File: config.mk
export PLATFORM = sky130hd
export DESIGN_NAME = button_gesture_classifier_unit
export DESIGN_NICKNAME = d
export VERILOG_FILES = /design/src/rtl/bgc_pkg.sv /design/src/rtl/bgc_state.sv /design/src/rtl/bgc_classify.sv /design/src/rtl/bgc_seq.sv /design/src/rtl/button_gesture_classifier_unit.sv
export SDC_FILE = /design/constraint.sdc
export NUM_CORES = 1
export LEC_CHECK = 0
export ABC_AREA = 1
export BUFFER_PORTS_ARGS = -buffer_cell sky130_fd_sc_hd__buf_2
export CORE_MARGIN = 4
export CORE_UTILIZATION = 48
export CTS_BUF_LIST = sky130_fd_sc_hd__clkbuf_8
export DETAILED_ROUTE_END_ITERATION = 10
export GPL_ROUTABILITY_DRIVEN = 0
export PLACE_DENSITY = 0.77
export RECOVER_POWER = 25
export SETUP_SLACK_MARGIN = 0.3
export SLEW_MARGIN = 20
export SYNTH_ARGS = -nofsm -noshare
export SYNTH_HDL_FRONTEND = slang
export SYNTH_SLANG_ARGS = --single-unit
export TNS_END_PERCENT = 1
File: constraint.sdc
create_clock -name clk_i -period 14.3 [get_ports clk_i]
set_input_delay 0 -clock clk_i [delete_from_list [all_inputs] [get_ports clk_i]]
set_output_delay 0 -clock clk_i [all_outputs]
set_load 0.1 [all_outputs]
File: src/rtl/bgc_pkg.sv
`timescale 1ns / 1ps
// shared types, codes and constants of the button gesture classifier
package bgc_pkg;

  localparam int NumButtonsDef = 8;
  localparam int TimeBitsDef   = 32;

  localparam int BTN_W  = 3;
  localparam int POS_W  = 16;
  localparam int NOW_W  = 32;
  localparam int CFG_W  = 16;
  localparam int CNT_W  = 2;
  localparam int APB_AW = 3;
  localparam int APB_DW = 32;

  localparam logic [CFG_W-1:0] LONG_PRESS_RST   = 16'd500;
  localparam logic [CFG_W-1:0] DOUBLE_CLICK_RST = 16'd250;

  localparam logic [1:0] ACT_PRESS   = 2'd0;
  localparam logic [1:0] ACT_RELEASE = 2'd1;
  localparam logic [1:0] ACT_POLL    = 2'd2;

  localparam logic REG_LONG_PRESS   = 1'b0;
  localparam logic REG_DOUBLE_CLICK = 1'b1;

  typedef enum logic [2:0] {
    EV_DOWN         = 3'd0,
    EV_PRESSED      = 3'd1,
    EV_DOUBLE       = 3'd2,
    EV_UP           = 3'd3,
    EV_LONG_UP      = 3'd4,
    EV_CLICK        = 3'd5,
    EV_LONG_DOWN    = 3'd6,
    EV_LONG_PRESSED = 3'd7
  } ev_kind_e;

  typedef struct packed {
    logic [1:0]              action;
    logic [BTN_W-1:0]        button;
    logic                    held;
    logic [NOW_W-1:0]        now_ms;
    logic signed [POS_W-1:0] cursor_x;
    logic signed [POS_W-1:0] cursor_y;
  } item_t;

  typedef struct packed {
    ev_kind_e                kind0;
    ev_kind_e                kind1;
    ev_kind_e                kind2;
    logic [CNT_W-1:0]        count;
    logic [BTN_W-1:0]        button;
    logic signed [POS_W-1:0] x;
    logic signed [POS_W-1:0] y;
  } ev_set_t;

  typedef struct packed {
    logic btn_en;
    logic pressed;
    logic long_fired;
    logic start_wr;
    logic prev_en;
    logic prev_valid;
  } st_upd_t;

endpackage

File: src/rtl/bgc_state.sv
`timescale 1ns / 1ps
// per-button press state and previous press record
module bgc_state import bgc_pkg::*; #(
  parameter int NUM_BUTTONS = NumButtonsDef,
  parameter int TIME_BITS   = TimeBitsDef
) (
  input  logic                 clk_i,
  input  logic                 rst_ni,
  input  logic                 we_i,
  input  st_upd_t              upd_i,
  input  logic [BTN_W-1:0]     button_i,
  input  logic [TIME_BITS-1:0] now_i,
  output logic                 is_pressed_o,
  output logic                 long_fired_o,
  output logic [TIME_BITS-1:0] press_start_o,
  output logic                 prev_valid_o,
  output logic [BTN_W-1:0]     prev_button_o,
  output logic [TIME_BITS-1:0] prev_time_o
);

  localparam int IDX_W = (NUM_BUTTONS > 1) ? $clog2(NUM_BUTTONS) : 1;

  logic                 is_pressed_q  [NUM_BUTTONS];
  logic                 long_fired_q  [NUM_BUTTONS];
  logic [TIME_BITS-1:0] press_start_q [NUM_BUTTONS];
  logic                 prev_valid_q;
  logic [BTN_W-1:0]     prev_button_q;
  logic [TIME_BITS-1:0] prev_time_q;
  logic [IDX_W-1:0]     idx;

  assign idx = IDX_W'(button_i);

  assign is_pressed_o  = is_pressed_q[idx];
  assign long_fired_o  = long_fired_q[idx];
  assign press_start_o = press_start_q[idx];
  assign prev_valid_o  = prev_valid_q;
  assign prev_button_o = prev_button_q;
  assign prev_time_o   = prev_time_q;

  always_ff @(posedge clk_i or negedge rst_ni) begin
    if (!rst_ni) begin
      for (int i = 0; i < NUM_BUTTONS; i++) begin
        is_pressed_q[i]  <= 1'b0;
        long_fired_q[i]  <= 1'b0;
        press_start_q[i] <= '0;
      end
      prev_valid_q  <= 1'b0;
      prev_button_q <= '0;
      prev_time_q   <= '0;
    end else if (we_i) begin
      for (int i = 0; i < NUM_BUTTONS; i++) begin
        if (upd_i.btn_en && idx == IDX_W'(i)) begin
          is_pressed_q[i] <= upd_i.pressed;
          long_fired_q[i] <= upd_i.long_fired;
          if (upd_i.start_wr) begin
            press_start_q[i] <= now_i;
          end
        end
      end
      if (upd_i.prev_en) begin
        prev_valid_q  <= upd_i.prev_valid;
        prev_button_q <= upd_i.prev_valid ? button_i : '0;
        prev_time_q   <= upd_i.prev_valid ? now_i : '0;
      end
    end
  end

endmodule

File: src/rtl/bgc_classify.sv
`timescale 1ns / 1ps
// gesture decode of one item into up to three events and a state update
module bgc_classify import bgc_pkg::*; #(
  parameter int NUM_BUTTONS = NumButtonsDef,
  parameter int TIME_BITS   = TimeBitsDef
) (
  input  item_t                item_i,
  input  logic [TIME_BITS-1:0] now_i,
  input  logic                 is_pressed_i,
  input  logic                 long_fired_i,
  input  logic [TIME_BITS-1:0] press_start_i,
  input  logic                 prev_valid_i,
  input  logic [BTN_W-1:0]     prev_button_i,
  input  logic [TIME_BITS-1:0] prev_time_i,
  input  logic [CFG_W-1:0]     long_press_i,
  input  logic [CFG_W-1:0]     double_click_i,
  output ev_set_t              ev_o,
  output st_upd_t              upd_o
);

  logic [TIME_BITS-1:0] hold_time;
  logic [TIME_BITS-1:0] gap_time;
  logic                 btn_ok;
  logic                 long_reached;
  logic                 dbl;

  assign hold_time    = now_i - press_start_i;
  assign gap_time     = now_i - prev_time_i;
  assign btn_ok       = 32'(item_i.button) < NUM_BUTTONS;
  assign long_reached = hold_time >= TIME_BITS'(long_press_i);
  assign dbl          = prev_valid_i && (prev_button_i == item_i.button) &&
                        (gap_time <= TIME_BITS'(double_click_i));

  always_comb begin
    ev_o        = '0;
    ev_o.kind0  = EV_DOWN;
    ev_o.kind1  = EV_DOWN;
    ev_o.kind2  = EV_DOWN;
    ev_o.button = item_i.button;
    ev_o.x      = item_i.cursor_x;
    ev_o.y      = item_i.cursor_y;
    upd_o       = '0;
    if (btn_ok) begin
      unique case (item_i.action)
        ACT_PRESS: begin
          ev_o.kind0       = EV_DOWN;
          ev_o.kind1       = EV_PRESSED;
          ev_o.kind2       = EV_DOUBLE;
          ev_o.count       = dbl ? CNT_W'(3) : CNT_W'(2);
          upd_o.btn_en     = 1'b1;
          upd_o.pressed    = 1'b1;
          upd_o.long_fired = 1'b0;
          upd_o.start_wr   = 1'b1;
          upd_o.prev_en    = 1'b1;
          upd_o.prev_valid = !dbl;
        end
        ACT_RELEASE: begin
          ev_o.kind0       = EV_UP;
          ev_o.kind1       = long_fired_i ? EV_LONG_UP : EV_CLICK;
          ev_o.count       = is_pressed_i ? CNT_W'(2) : CNT_W'(1);
          upd_o.btn_en     = is_pressed_i;
        end
        ACT_POLL: begin
          if (item_i.held && is_pressed_i) begin
            ev_o.kind0 = EV_PRESSED;
            if (long_fired_i) begin
              ev_o.kind1 = EV_LONG_PRESSED;
              ev_o.count = CNT_W'(2);
            end else if (long_reached) begin
              ev_o.kind1       = EV_LONG_DOWN;
              ev_o.kind2       = EV_LONG_PRESSED;
              ev_o.count       = CNT_W'(3);
              upd_o.btn_en     = 1'b1;
              upd_o.pressed    = 1'b1;
              upd_o.long_fired = 1'b1;
            end else begin
              ev_o.count = CNT_W'(1);
            end
          end
        end
        default: begin
          ev_o.count = '0;
        end
      endcase
    end
  end

endmodule

File: src/rtl/bgc_seq.sv
`timescale 1ns / 1ps
// result register that hands out the events of one item one per transfer
module bgc_seq import bgc_pkg::*; (
  input  logic                    clk_i,
  input  logic                    rst_ni,
  input  logic                    load_i,
  input  ev_set_t                 set_i,
  output logic                    ready_o,
  output logic                    out_valid_o,
  input  logic                    out_ready_i,
  output ev_kind_e                kind_o,
  output logic [BTN_W-1:0]        button_o,
  output logic signed [POS_W-1:0] x_o,
  output logic signed [POS_W-1:0] y_o,
  output logic                    last_o
);

  logic             valid_q;
  logic [CNT_W-1:0] idx_q;
  ev_set_t          set_q;
  logic             last;

  assign last        = idx_q == (set_q.count - CNT_W'(1));
  assign ready_o     = !valid_q || (out_ready_i && last);
  assign out_valid_o = valid_q;
  assign button_o    = set_q.button;
  assign x_o         = set_q.x;
  assign y_o         = set_q.y;
  assign last_o      = last;

  always_comb begin
    case (idx_q)
      CNT_W'(0): kind_o = set_q.kind0;
      CNT_W'(1): kind_o = set_q.kind1;
      default:   kind_o = set_q.kind2;
    endcase
  end

  always_ff @(posedge clk_i or negedge rst_ni) begin
    if (!rst_ni) begin
      valid_q <= 1'b0;
      idx_q   <= '0;
    end else if (load_i) begin
      valid_q <= set_i.count != '0;
      idx_q   <= '0;
    end else if (valid_q && out_ready_i) begin
      if (last) begin
        valid_q <= 1'b0;
      end else begin
        idx_q <= idx_q + CNT_W'(1);
      end
    end
  end

  always_ff @(posedge clk_i) begin
    if (load_i) begin
      set_q <= set_i;
    end
  end

endmodule

File: src/rtl/button_gesture_classifier_unit.sv
`timescale 1ns / 1ps
// top level of the button gesture classifier
//
// usage: each input transfer carries one press, release or hold poll of one
// button with a millisecond timestamp and the cursor position. the block
// answers with zero to three gesture events on the output channel, one event
// per transfer, with last_event marking the final event of that input.
// an accepted input is held in the input register and, once the result register
// can take it, is decoded against the button state into the result register,
// from which its first event is offered on the output channel.
// throughput: while the output is not stalled, the result register sends one
// event per cycle, one to three per input; an input without events leaves it
// empty. the input register takes a new item while the result register still
// holds events for the previous one.
// a stalled output holds the current event steady; the input register fills
// and then input ready drops until the last event is taken.
// reset clears all button state, the previous press record and both pending
// stages, and loads the long press and double click times with 500 and 250.
// configuration: apb writes at byte address 0 (long press) and 4 (double
// click), to be done while the block is idle.
module button_gesture_classifier_unit import bgc_pkg::*; #(
  parameter int NUM_BUTTONS = NumButtonsDef,
  parameter int TIME_BITS   = TimeBitsDef
) (
  input  logic                    clk_i,
  input  logic                    rst_ni,
  input  logic                    in_valid_i,
  output logic                    in_ready_o,
  input  logic [1:0]              action_i,
  input  logic [BTN_W-1:0]        button_i,
  input  logic                    held_i,
  input  logic [NOW_W-1:0]        now_ms_i,
  input  logic signed [POS_W-1:0] cursor_x_i,
  input  logic signed [POS_W-1:0] cursor_y_i,
  output logic                    out_valid_o,
  input  logic                    out_ready_i,
  output logic [2:0]              event_kind_o,
  output logic [BTN_W-1:0]        event_button_o,
  output logic signed [POS_W-1:0] event_x_o,
  output logic signed [POS_W-1:0] event_y_o,
  output logic                    last_event_o,
  input  logic                    psel,
  input  logic                    penable,
  input  logic                    pwrite,
  input  logic [APB_AW-1:0]       paddr,
  input  logic [APB_DW-1:0]       pwdata,
  output logic [APB_DW-1:0]       prdata,
  output logic                    pready
);

  logic                 inq_valid_q;
  item_t                inq_q;
  logic                 seq_ready;
  logic                 move;
  logic [TIME_BITS-1:0] now_t;
  logic [CFG_W-1:0]     long_press_q;
  logic [CFG_W-1:0]     double_click_q;
  logic                 is_pressed;
  logic                 long_fired;
  logic [TIME_BITS-1:0] press_start;
  logic                 prev_valid;
  logic [BTN_W-1:0]     prev_button;
  logic [TIME_BITS-1:0] prev_time;
  ev_set_t              ev_set;
  st_upd_t              upd;
  ev_kind_e             kind;

  assign move       = inq_valid_q && seq_ready;
  assign in_ready_o = !inq_valid_q || seq_ready;
  assign now_t      = TIME_BITS'(inq_q.now_ms);
  assign pready     = 1'b1;

  always_ff @(posedge clk_i or negedge rst_ni) begin
    if (!rst_ni) begin
      inq_valid_q <= 1'b0;
    end else if (in_valid_i && in_ready_o) begin
      inq_valid_q <= 1'b1;
    end else if (move) begin
      inq_valid_q <= 1'b0;
    end
  end

  always_ff @(posedge clk_i) begin
    if (in_valid_i && in_ready_o) begin
      inq_q.action   <= action_i;
      inq_q.button   <= button_i;
      inq_q.held     <= held_i;
      inq_q.now_ms   <= now_ms_i;
      inq_q.cursor_x <= cursor_x_i;
      inq_q.cursor_y <= cursor_y_i;
    end
  end

  always_ff @(posedge clk_i or negedge rst_ni) begin
    if (!rst_ni) begin
      long_press_q   <= LONG_PRESS_RST;
      double_click_q <= DOUBLE_CLICK_RST;
    end else if (psel && penable && pwrite) begin
      unique case (paddr[2])
        REG_LONG_PRESS:   long_press_q   <= pwdata[CFG_W-1:0];
        REG_DOUBLE_CLICK: double_click_q <= pwdata[CFG_W-1:0];
        default:          long_press_q   <= long_press_q;
      endcase
    end
  end

  always_comb begin
    unique case (paddr[2])
      REG_LONG_PRESS:   prdata = APB_DW'(long_press_q);
      REG_DOUBLE_CLICK: prdata = APB_DW'(double_click_q);
      default:          prdata = '0;
    endcase
  end

  bgc_state #(
    .NUM_BUTTONS (NUM_BUTTONS),
    .TIME_BITS   (TIME_BITS)
  ) u_state (
    .clk_i         (clk_i),
    .rst_ni        (rst_ni),
    .we_i          (move),
    .upd_i         (upd),
    .button_i      (inq_q.button),
    .now_i         (now_t),
    .is_pressed_o  (is_pressed),
    .long_fired_o  (long_fired),
    .press_start_o (press_start),
    .prev_valid_o  (prev_valid),
    .prev_button_o (prev_button),
    .prev_time_o   (prev_time)
  );

  bgc_classify #(
    .NUM_BUTTONS (NUM_BUTTONS),
    .TIME_BITS   (TIME_BITS)
  ) u_classify (
    .item_i         (inq_q),
    .now_i          (now_t),
    .is_pressed_i   (is_pressed),
    .long_fired_i   (long_fired),
    .press_start_i  (press_start),
    .prev_valid_i   (prev_valid),
    .prev_button_i  (prev_button),
    .prev_time_i    (prev_time),
    .long_press_i   (long_press_q),
    .double_click_i (double_click_q),
    .ev_o           (ev_set),
    .upd_o          (upd)
  );

  bgc_seq u_seq (
    .clk_i       (clk_i),
    .rst_ni      (rst_ni),
    .load_i      (move),
    .set_i       (ev_set),
    .ready_o     (seq_ready),
    .out_valid_o (out_valid_o),
    .out_ready_i (out_ready_i),
    .kind_o      (kind),
    .button_o    (event_button_o),
    .x_o         (event_x_o),
    .y_o         (event_y_o),
    .last_o      (last_event_o)
  );

  assign event_kind_o = kind;

`ifndef SYNTHESIS
  a_more_events_follow: assert property (@(posedge clk_i) disable iff (!rst_ni)
    (out_valid_o && out_ready_i && !last_event_o) |=> out_valid_o)
    else $error("event sequence broken before its last event");

  a_button_kept: assert property (@(posedge clk_i) disable iff (!rst_ni)
    (out_valid_o && out_ready_i && !last_event_o) |=>
      (event_button_o == $past(event_button_o)))
    else $error("button changed within one item's events");

  a_closing_kinds_last: assert property (@(posedge clk_i) disable iff (!rst_ni)
    (out_valid_o && (event_kind_o == EV_DOUBLE || event_kind_o == EV_CLICK ||
      event_kind_o == EV_LONG_UP)) |-> last_event_o)
    else $error("closing event kind not marked last");

  a_input_held: assert property (@(posedge clk_i) disable iff (!rst_ni)
    (in_valid_i && in_ready_o) |=> inq_valid_q)
    else $error("accepted item lost from input register");
`endif

endmodule

Yosys cells after proc, flatten, opt, wreduce, memory -nomap -nowiden

Index checks and enable logic that the tools add are counted.

Bitwise logic cells: 2
$lt $le $gt $ge: 3
Add/subtract/negate cells: 4
Equal/unequal tests: 13
Muxes and demuxes: 39
Reductions and logical operators: 50

Operators by type and width:

| cell               | count |
|---|---|
| $bmux 32 s3        | 1 |
| $mux 32            | 3 |
| $pmux 32 s2        | 1 |
| $sub 32x32->32     | 2 |
| $ge 32x16->1       | 1 |
| $le 32x16->1       | 1 |
| $reduce_and 2->1   | 13 |
| $reduce_and 3->1   | 8 |
| $mux 3             | 7 |
| $pmux 6 s3         | 1 |
| $logic_and 1x1->1  | 17 |
| $eq 3x3->1 const B | 4 |
| $mux 2             | 6 |
| $pmux 3 s2         | 2 |
| $mux 1             | 11 |
| $mux 9             | 1 |
| $reduce_bool 2->1  | 4 |
| $bmux 1 s3         | 2 |
| $eq 3x2->1 const B | 2 |
| $mux 6             | 1 |
| $pmux 2 s3         | 1 |
| $eq 2x1->1 const B | 2 |
| $ge 4x4->1 const B | 1 |
| $logic_not 2->1    | 2 |
| other kinds (14)   | 17 |

Output and inout port bits: 74
Register bits after elaboration: 460
Logic and storage cells: 156

Depth between registers and ports, before layout

Word-level depth: 12
Gate-level depth with buffers: 37
Gate-level depth less buffers: 35

By module

From an unflattened synthesis, not the netlist that was laid out.

Cells, all modules: 3409
Area, all modules: 25992.4 um^2

By module, submodules not included:

| module                         | sequential area each (um^2) | area an instance (um^2) | instances | cells each |
|---|---|---|---|---|
| bgc_state                      | 7707.4                      | 14242.4                 | 1         | 1808 |
| bgc_classify                   | 0.0                         | 6019.5                  | 1         | 1183 |
| button_gesture_classifier_unit | 2942.8                      | 3797.4                  | 1         | 291 |
| bgc_seq                        | 1456.4                      | 1933.1                  | 1         | 127 |

Worst setup path after synthesis

OpenSTA, ideal clock, no wires.

Path kind: reg-to-reg
Start: register u_seq.idx_q[1]
End: register inq_q[0] (netlist bit), enable pin
Period minus slack after synthesis: 5.430 ns
Required time: 13.779 ns
Path slack: 8.870 ns
Cell stages (with the launch flop): 9
Library setup time: 0.521 ns
Arrival: 4.909 ns
Cells stage by stage: dfrtp_1 xnor2_1 and3_1 nor2_1 inv_2 nor2_1 nor2_1 inv_2 a21oi_1

Cells in the longest elaborated chain, start to end: 5

RTL lines:

| element                | line                                 | source |
|---|---|---|
| start, declared        | bgc_seq.sv:19                        | `logic [CNT_W-1:0] idx_q;` |
| start signal, assigned | bgc_seq.sv:50                        | `idx_q <= idx_q + CNT_W'(1);` |
| $eq 2x2->1             | bgc_seq.sv:23                        | `assign last = idx_q == (set_q.count - CNT_W'(1));` |
| via last_event_o       | button_gesture_classifier_unit.sv:41 | `output logic last_event_o,` |
| $logic_and 1x1->1      | bgc_seq.sv:24                        | `assign ready_o = !valid_q \|\| (out_ready_i && last);` |
| $logic_or 1x1->1       | bgc_seq.sv:24                        |  |
| $logic_or 1x1->1       | button_gesture_classifier_unit.sv:69 | `assign in_ready_o = !inq_valid_q \|\| seq_ready;` |
| $logic_and 1x1->1      | button_gesture_classifier_unit.sv:84 | `if (in_valid_i && in_ready_o) begin` |
| end, declared          | button_gesture_classifier_unit.sv:52 | `item_t inq_q;` |

The timed path passes the listed nets, and every way through them passes these cells.
A chain may end at the register's enable or synchronous reset.

Final worst setup path

Start: register inq_q[67] (netlist bit)
End: register u_state.long_fired_q[2] (netlist bit)

Cells in the longest elaborated chain, start to end: 12
Elaborated cells on any way between the ends: 21
Classes of those cells: add/sub: 1; order compare: 1; eq/ne: 1; mux: 14; bitwise: 1; reduce/logical: 3

RTL lines:

| element                                     | line                                              | source |
|---|---|---|
| $not 3->4 (not written as such)             | bgc_state.sv:33, bgc_state.sv:34, bgc_state.sv:35 |  |
| $bmux 32 s3                                 | bgc_state.sv:35                                   | `assign press_start_o = press_start_q[idx];` |
| $mux 32 (not written as such) (2 in series) | bgc_state.sv:35                                   |  |
| $sub 32x32->32                              | bgc_classify.sv:27                                | `assign hold_time = now_i - press_start_i;` |
| $ge 32x16->1                                | bgc_classify.sv:30                                | `assign long_reached = hold_time >= TIME_BITS'(long_press_i);` |
| $mux 3                                      | bgc_classify.sv:69                                | `end else if (long_reached) begin` |
| $mux 3                                      | bgc_classify.sv:66                                | `if (long_fired_i) begin` |
| $mux 3                                      | bgc_classify.sv:64                                | `if (item_i.held && is_pressed_i) begin` |
| $pmux 1 s3                                  | bgc_classify.sv:44                                | `unique case (item_i.action)` |
| $logic_and 1x1->1                           | bgc_state.sv:52                                   | `if (upd_i.btn_en && idx == IDX_W'(i)) begin` |
| $reduce_and 2->1 (no line)                  | n/a                                               |  |
| end signal, assigned by index               | bgc_state.sv:54                                   | `long_fired_q[i] <= upd_i.long_fired;` |
| end, declared                               | bgc_state.sv:24                                   | `logic long_fired_q [NUM_BUTTONS];` |

Several ways; a longest one is shown, not always the timed one. The select of a mux whose other input is x is not followed.

==> run_results.csv <==
group,metric,value,unit
outcome,outcome,"finished with violations",
outcome,violations,"max-capacitance violations, max-slew violations",
critical_path,critPathTopFamily,"simple AND/OR/NAND/NOR gates",
yosys,synth_common_cells,"nand2_1, inv_1, o21ai_0",
layout,multi_input_area,0.01004,mm2
yosys,yosysSeqAreaShare,0.4982,
yosys,synth_area_leaders,"dfrtp_1, nand2_1, edfxtp_1, o21ai_0, inv_1",
critical_path,worstReg2RegStart,"inq_q[67]$_DFFE_PP_",
die,fp.dieW,232.4,um
yosys,mappedNetlistArea,0.02418,mm2
clocking,insertion_delay,0.70,ns
clocking,cts_buffer_depth,3,
die,die-area,0.05403,mm2
flow_run,maxCapViolations,1,
timing,skew,0.04974,ns
critical_path,r2r_cells,28,
global_route,grt_util_all_layers,0.2428,
yosys,async_flop_share,0.7511,
yosys,synth-edff-count,114,
layout,final_util,0.5658,
yosys,ys_ff_latch,458,
global_route,grt_pass1_vias,19950,
critical_path,r2r-end,"u_state.long_fired_q[2]$_DFFE_PN0P_",
route,ant_nets,0,
timing,holdWs,0.03546,ns
yosys,ys.flop_type,"dfrtp_1",
critical_path,endpoint_kind,"flip-flop",
clocking,cts_setup_buffers,0,
yosys,synth_cells,2974,
timing,max_clock_freq,157.0,MHz
global_route,grt_pass1_wl,104300,um
route,drt_first_pass_iters,6,
placement,place_area,0.02522,mm2
timing,finalCriticalPeriod,6.370,ns
clocking,cts-root-buf,"clkbuf_8",
critical_path,rrSetupSlack,7.93,ns
yosys,yosysUniqueCellTypes,49,
layout,n_fill_cell,4350,
timing,finalMaxSlewViolations,120,
layout,regArea,0.01205,mm2
placement,place.port_buffers,150,
power,ir_drop,0.09830,mV
timing,tightest_slew,6.517,ns
die,die_h,232.4,um
power,p_switching,2.944,mW
clocking,cts_hold_buffers,113,
critical_path,required,14.89,ns
route,wl_per_cell,16.83,um
power,sequentialPowerShare,0.317,
layout,drive_gt1_frac,0.09736,
route,num_vias,20980,
timing,fin_tns_setup,0,ns
power,p_leak,13.87,nW
placement,dpl.cell_count,3665,
critical_path,slowest_stage,"clkbuf_1",
yosys,synth_most_common_cell,"nand2_1",
layout,fin_area,0.02793,mm2
timing,slew_headroom,-3.345,
critical_path,critPathBufInv,6,
critical_path,critical_path.most_common_cell,"nand2_1",
clocking,cts.htree.levels,3,
die,core,0.04936,mm2
timing,rsz0062_at_grt,"no",
timing,setup_viol,0,
power,p_comb_frac,0.497,
timing,hold_viol,0,
power,p_total,6.224,mW
yosys,synth_warnings,0,
placement,dpl.hpwl,43090,um
route,totalWireLength,66000,um
route,drtIter0Drc,1965,
power,internal_power,3.281,mW
power,powerDensity,222.9,mW/mm2
yosys,yosys.area.top_type,"dfrtp_1",
layout,fin_nets,3408,
clocking,clk_pin_slew,0.06,ns
timing,timing.final.crit_share,0.4454,
yosys,synth_top_area_share,0.3436,
worst_hold_path,min_delay_path_depth,2,
yosys,syn_area_per_cell,8.130,um2
clocking,cts-buffers-inserted,76,
critical_path,crit_fanout,35,
critical_path,max_stage_delay,1.07,ns
worst_hold_path,holdCritStartpoint,"cursor_x_i[2]",
layout,finalNonFillerCells,3922,
global_route,antenna_found_initial,3,
global_route,grt_max_degree,168,
route,drc,0,
clocking,cts_tree,"done",
clocking,ctsResizeCount,0,
critical_path,cp-start-kind,"flip-flop",
placement,preCtsSetupSlack,8.152,ns
layout,syn_to_final_growth,15.50,%
die,top_level_ports,186,
power,p_clk_frac,0.185,
global_route,grt.overflow.total,0,
critical_path,arrival,6.96,ns
power,swShare,0.4729,
die,initial_core_util,0.4899,
worst_hold_path,hold_end,"inq_q[18]$_DFFE_PP_",
critical_path,crit_type,"flip-flop to flip-flop",
route,drt-vias-per-instance,5.349,
clocking,clock_sinks,458,
timing,worst_slack,7.930,ns
die,num_rows,81,
worst_hold_path,worstHoldPathType,"input port to flip-flop",
## placed cells by master (no fill, tap or decap), types with 3 or more instances in the layout
| master | instances |
|---|---|
| nand2_1 | 977 |
| inv_1 | 393 |
| o21ai_0 | 358 |
| dfrtp_1 | 332 |
| buf_2 | 141 |
| nor2_1 | 128 |
| dlygate4sd3_1 | 114 |
| edfxtp_1 | 114 |
| nand3_1 | 113 |
| ha_1 | 98 |
| clkbuf_8 | 88 |
| a22oi_1 | 67 |
| a21oi_1 | 57 |
| nand4_1 | 41 |
| o22ai_1 | 35 |
| xor2_1 | 27 |
| conb_1 | 17 |
| buf_4 | 14 |
| dfstp_2 | 12 |
| nor3_1 | 11 |
| inv_2 | 9 |
| clkinv_1 | 9 |
| clkbuf_1 | 9 |
| nor2_2 | 8 |
| nand2_2 | 6 |
| nand3b_1 | 6 |
| and2_1 | 4 |
| xnor2_1 | 4 |
| and3_1 | 4 |
| o21bai_1 | 4 |
| nand4_4 | 4 |
| nand4_2 | 4 |
| nand2_4 | 3 |
| inv_8 | 3 |
| buf_12 | 3 |
## power by group through the flow
stage	logic (mW)	registers, mW	clock network, mW
after floorplan	2.31	1.93	0
after global placement	2.93	1.97	0
after detailed placement	2.99	1.98	0
after CTS	3.03	1.97	1.17
after global routing	3.43	2.01	1.25
final	3.09	1.98	1.15
## how the worst max path moves through the flow
stage,cells past startpoint,startpoint,slack (ns),endpoint
2_1_floorplan,8,u_seq.idx_q[1]$_DFFE_PN0P_,8.87,inq_q[0]$_DFFE_PP_
3_3_place_gp,28,inq_q[65]$_DFFE_PP_,8.28,u_state.long_fired_q[2]$_DFFE_PN0P_
3_5_place_dp,29,inq_q[65]$_DFFE_PP_,8.15,u_state.long_fired_q[2]$_DFFE_PN0P_
4_1_cts,29,inq_q[65]$_DFFE_PP_,8.13,u_state.long_fired_q[2]$_DFFE_PN0P_
5_1_grt,2,rst_ni,7.12,u_state.press_start_q[157]$_DFFE_PN0P_
6_report,28,inq_q[67]$_DFFE_PP_,7.93,u_state.long_fired_q[2]$_DFFE_PN0P_
## registers in the layout (all words and copies together), names as in the netlist
signal	cells
u_state.press_start_q	256
inq_q	38
now_t	32
u_state.prev_time_o	32
double_click_q	16
long_press_q	16
u_seq.x_o	16
u_seq.y_o	16
u_seq.set_q	9
u_state.is_pressed_q	8
u_state.long_fired_q	8
u_seq.button_o	3
u_state.prev_button_o	3
u_seq.idx_q	2
inq_valid_q	1
u_seq.out_valid_o	1
u_state.prev_valid_o	1
## logic make-up (layout without fill, tap and decap cells)
logic type / Yosys count / in the layout / synth area share
AO/OA/AOI/OAI: 536 / 536 / 0.1217
XOR/XNOR: 31 / 31 / 0.01123
adder cells (fa/ha/maj): 100 / 100 / 0.05237
buffers and inverters: 528 / 795 / 0.09087
flip-flops: 458 / 458 / 0.4982
other: 2 / 19 / 0.0003106
AND/OR/NAND/NOR: 1319 / 1319 / 0.2253
## cell type report
cell class | instances | share of cell area
multi-input combinational | 2003 | 0.3596
inverter | 374 | 0.05027
sequential | 458 | 0.4314
timing repair buffer | 283 | 0.07442
clock inverter | 50 | 0.01102
clock buffer | 88 | 0.04337
antenna | 2 | 0.0001792
tap | 664 | 0.02975
## worst register-to-register path: cells and delay by family (launching register included)
family | cells | cell delay, ns
AO/OA/AOI/OAI | 2 | 0.66
XOR/XNOR | 1 | 0.19
adder cells (fa/ha/maj) | 2 | 0.70
buffers and inverters | 6 | 2.12
flip-flops | 1 | 0.32
AND/OR/NAND/NOR | 17 | 2.33
## layer usage
metal / global-route usage / vias up / wire length, um
li1: - / 10040 / -
met5: 0 / - / 13
met1: 0.3218 / 9888 / 27250
met4: 0.1046 / 2 / 2504
met2: 0.3896 / 884 / 30910
met3: 0.04946 / 166 / 5321
(Power assumes the default switching activity.)
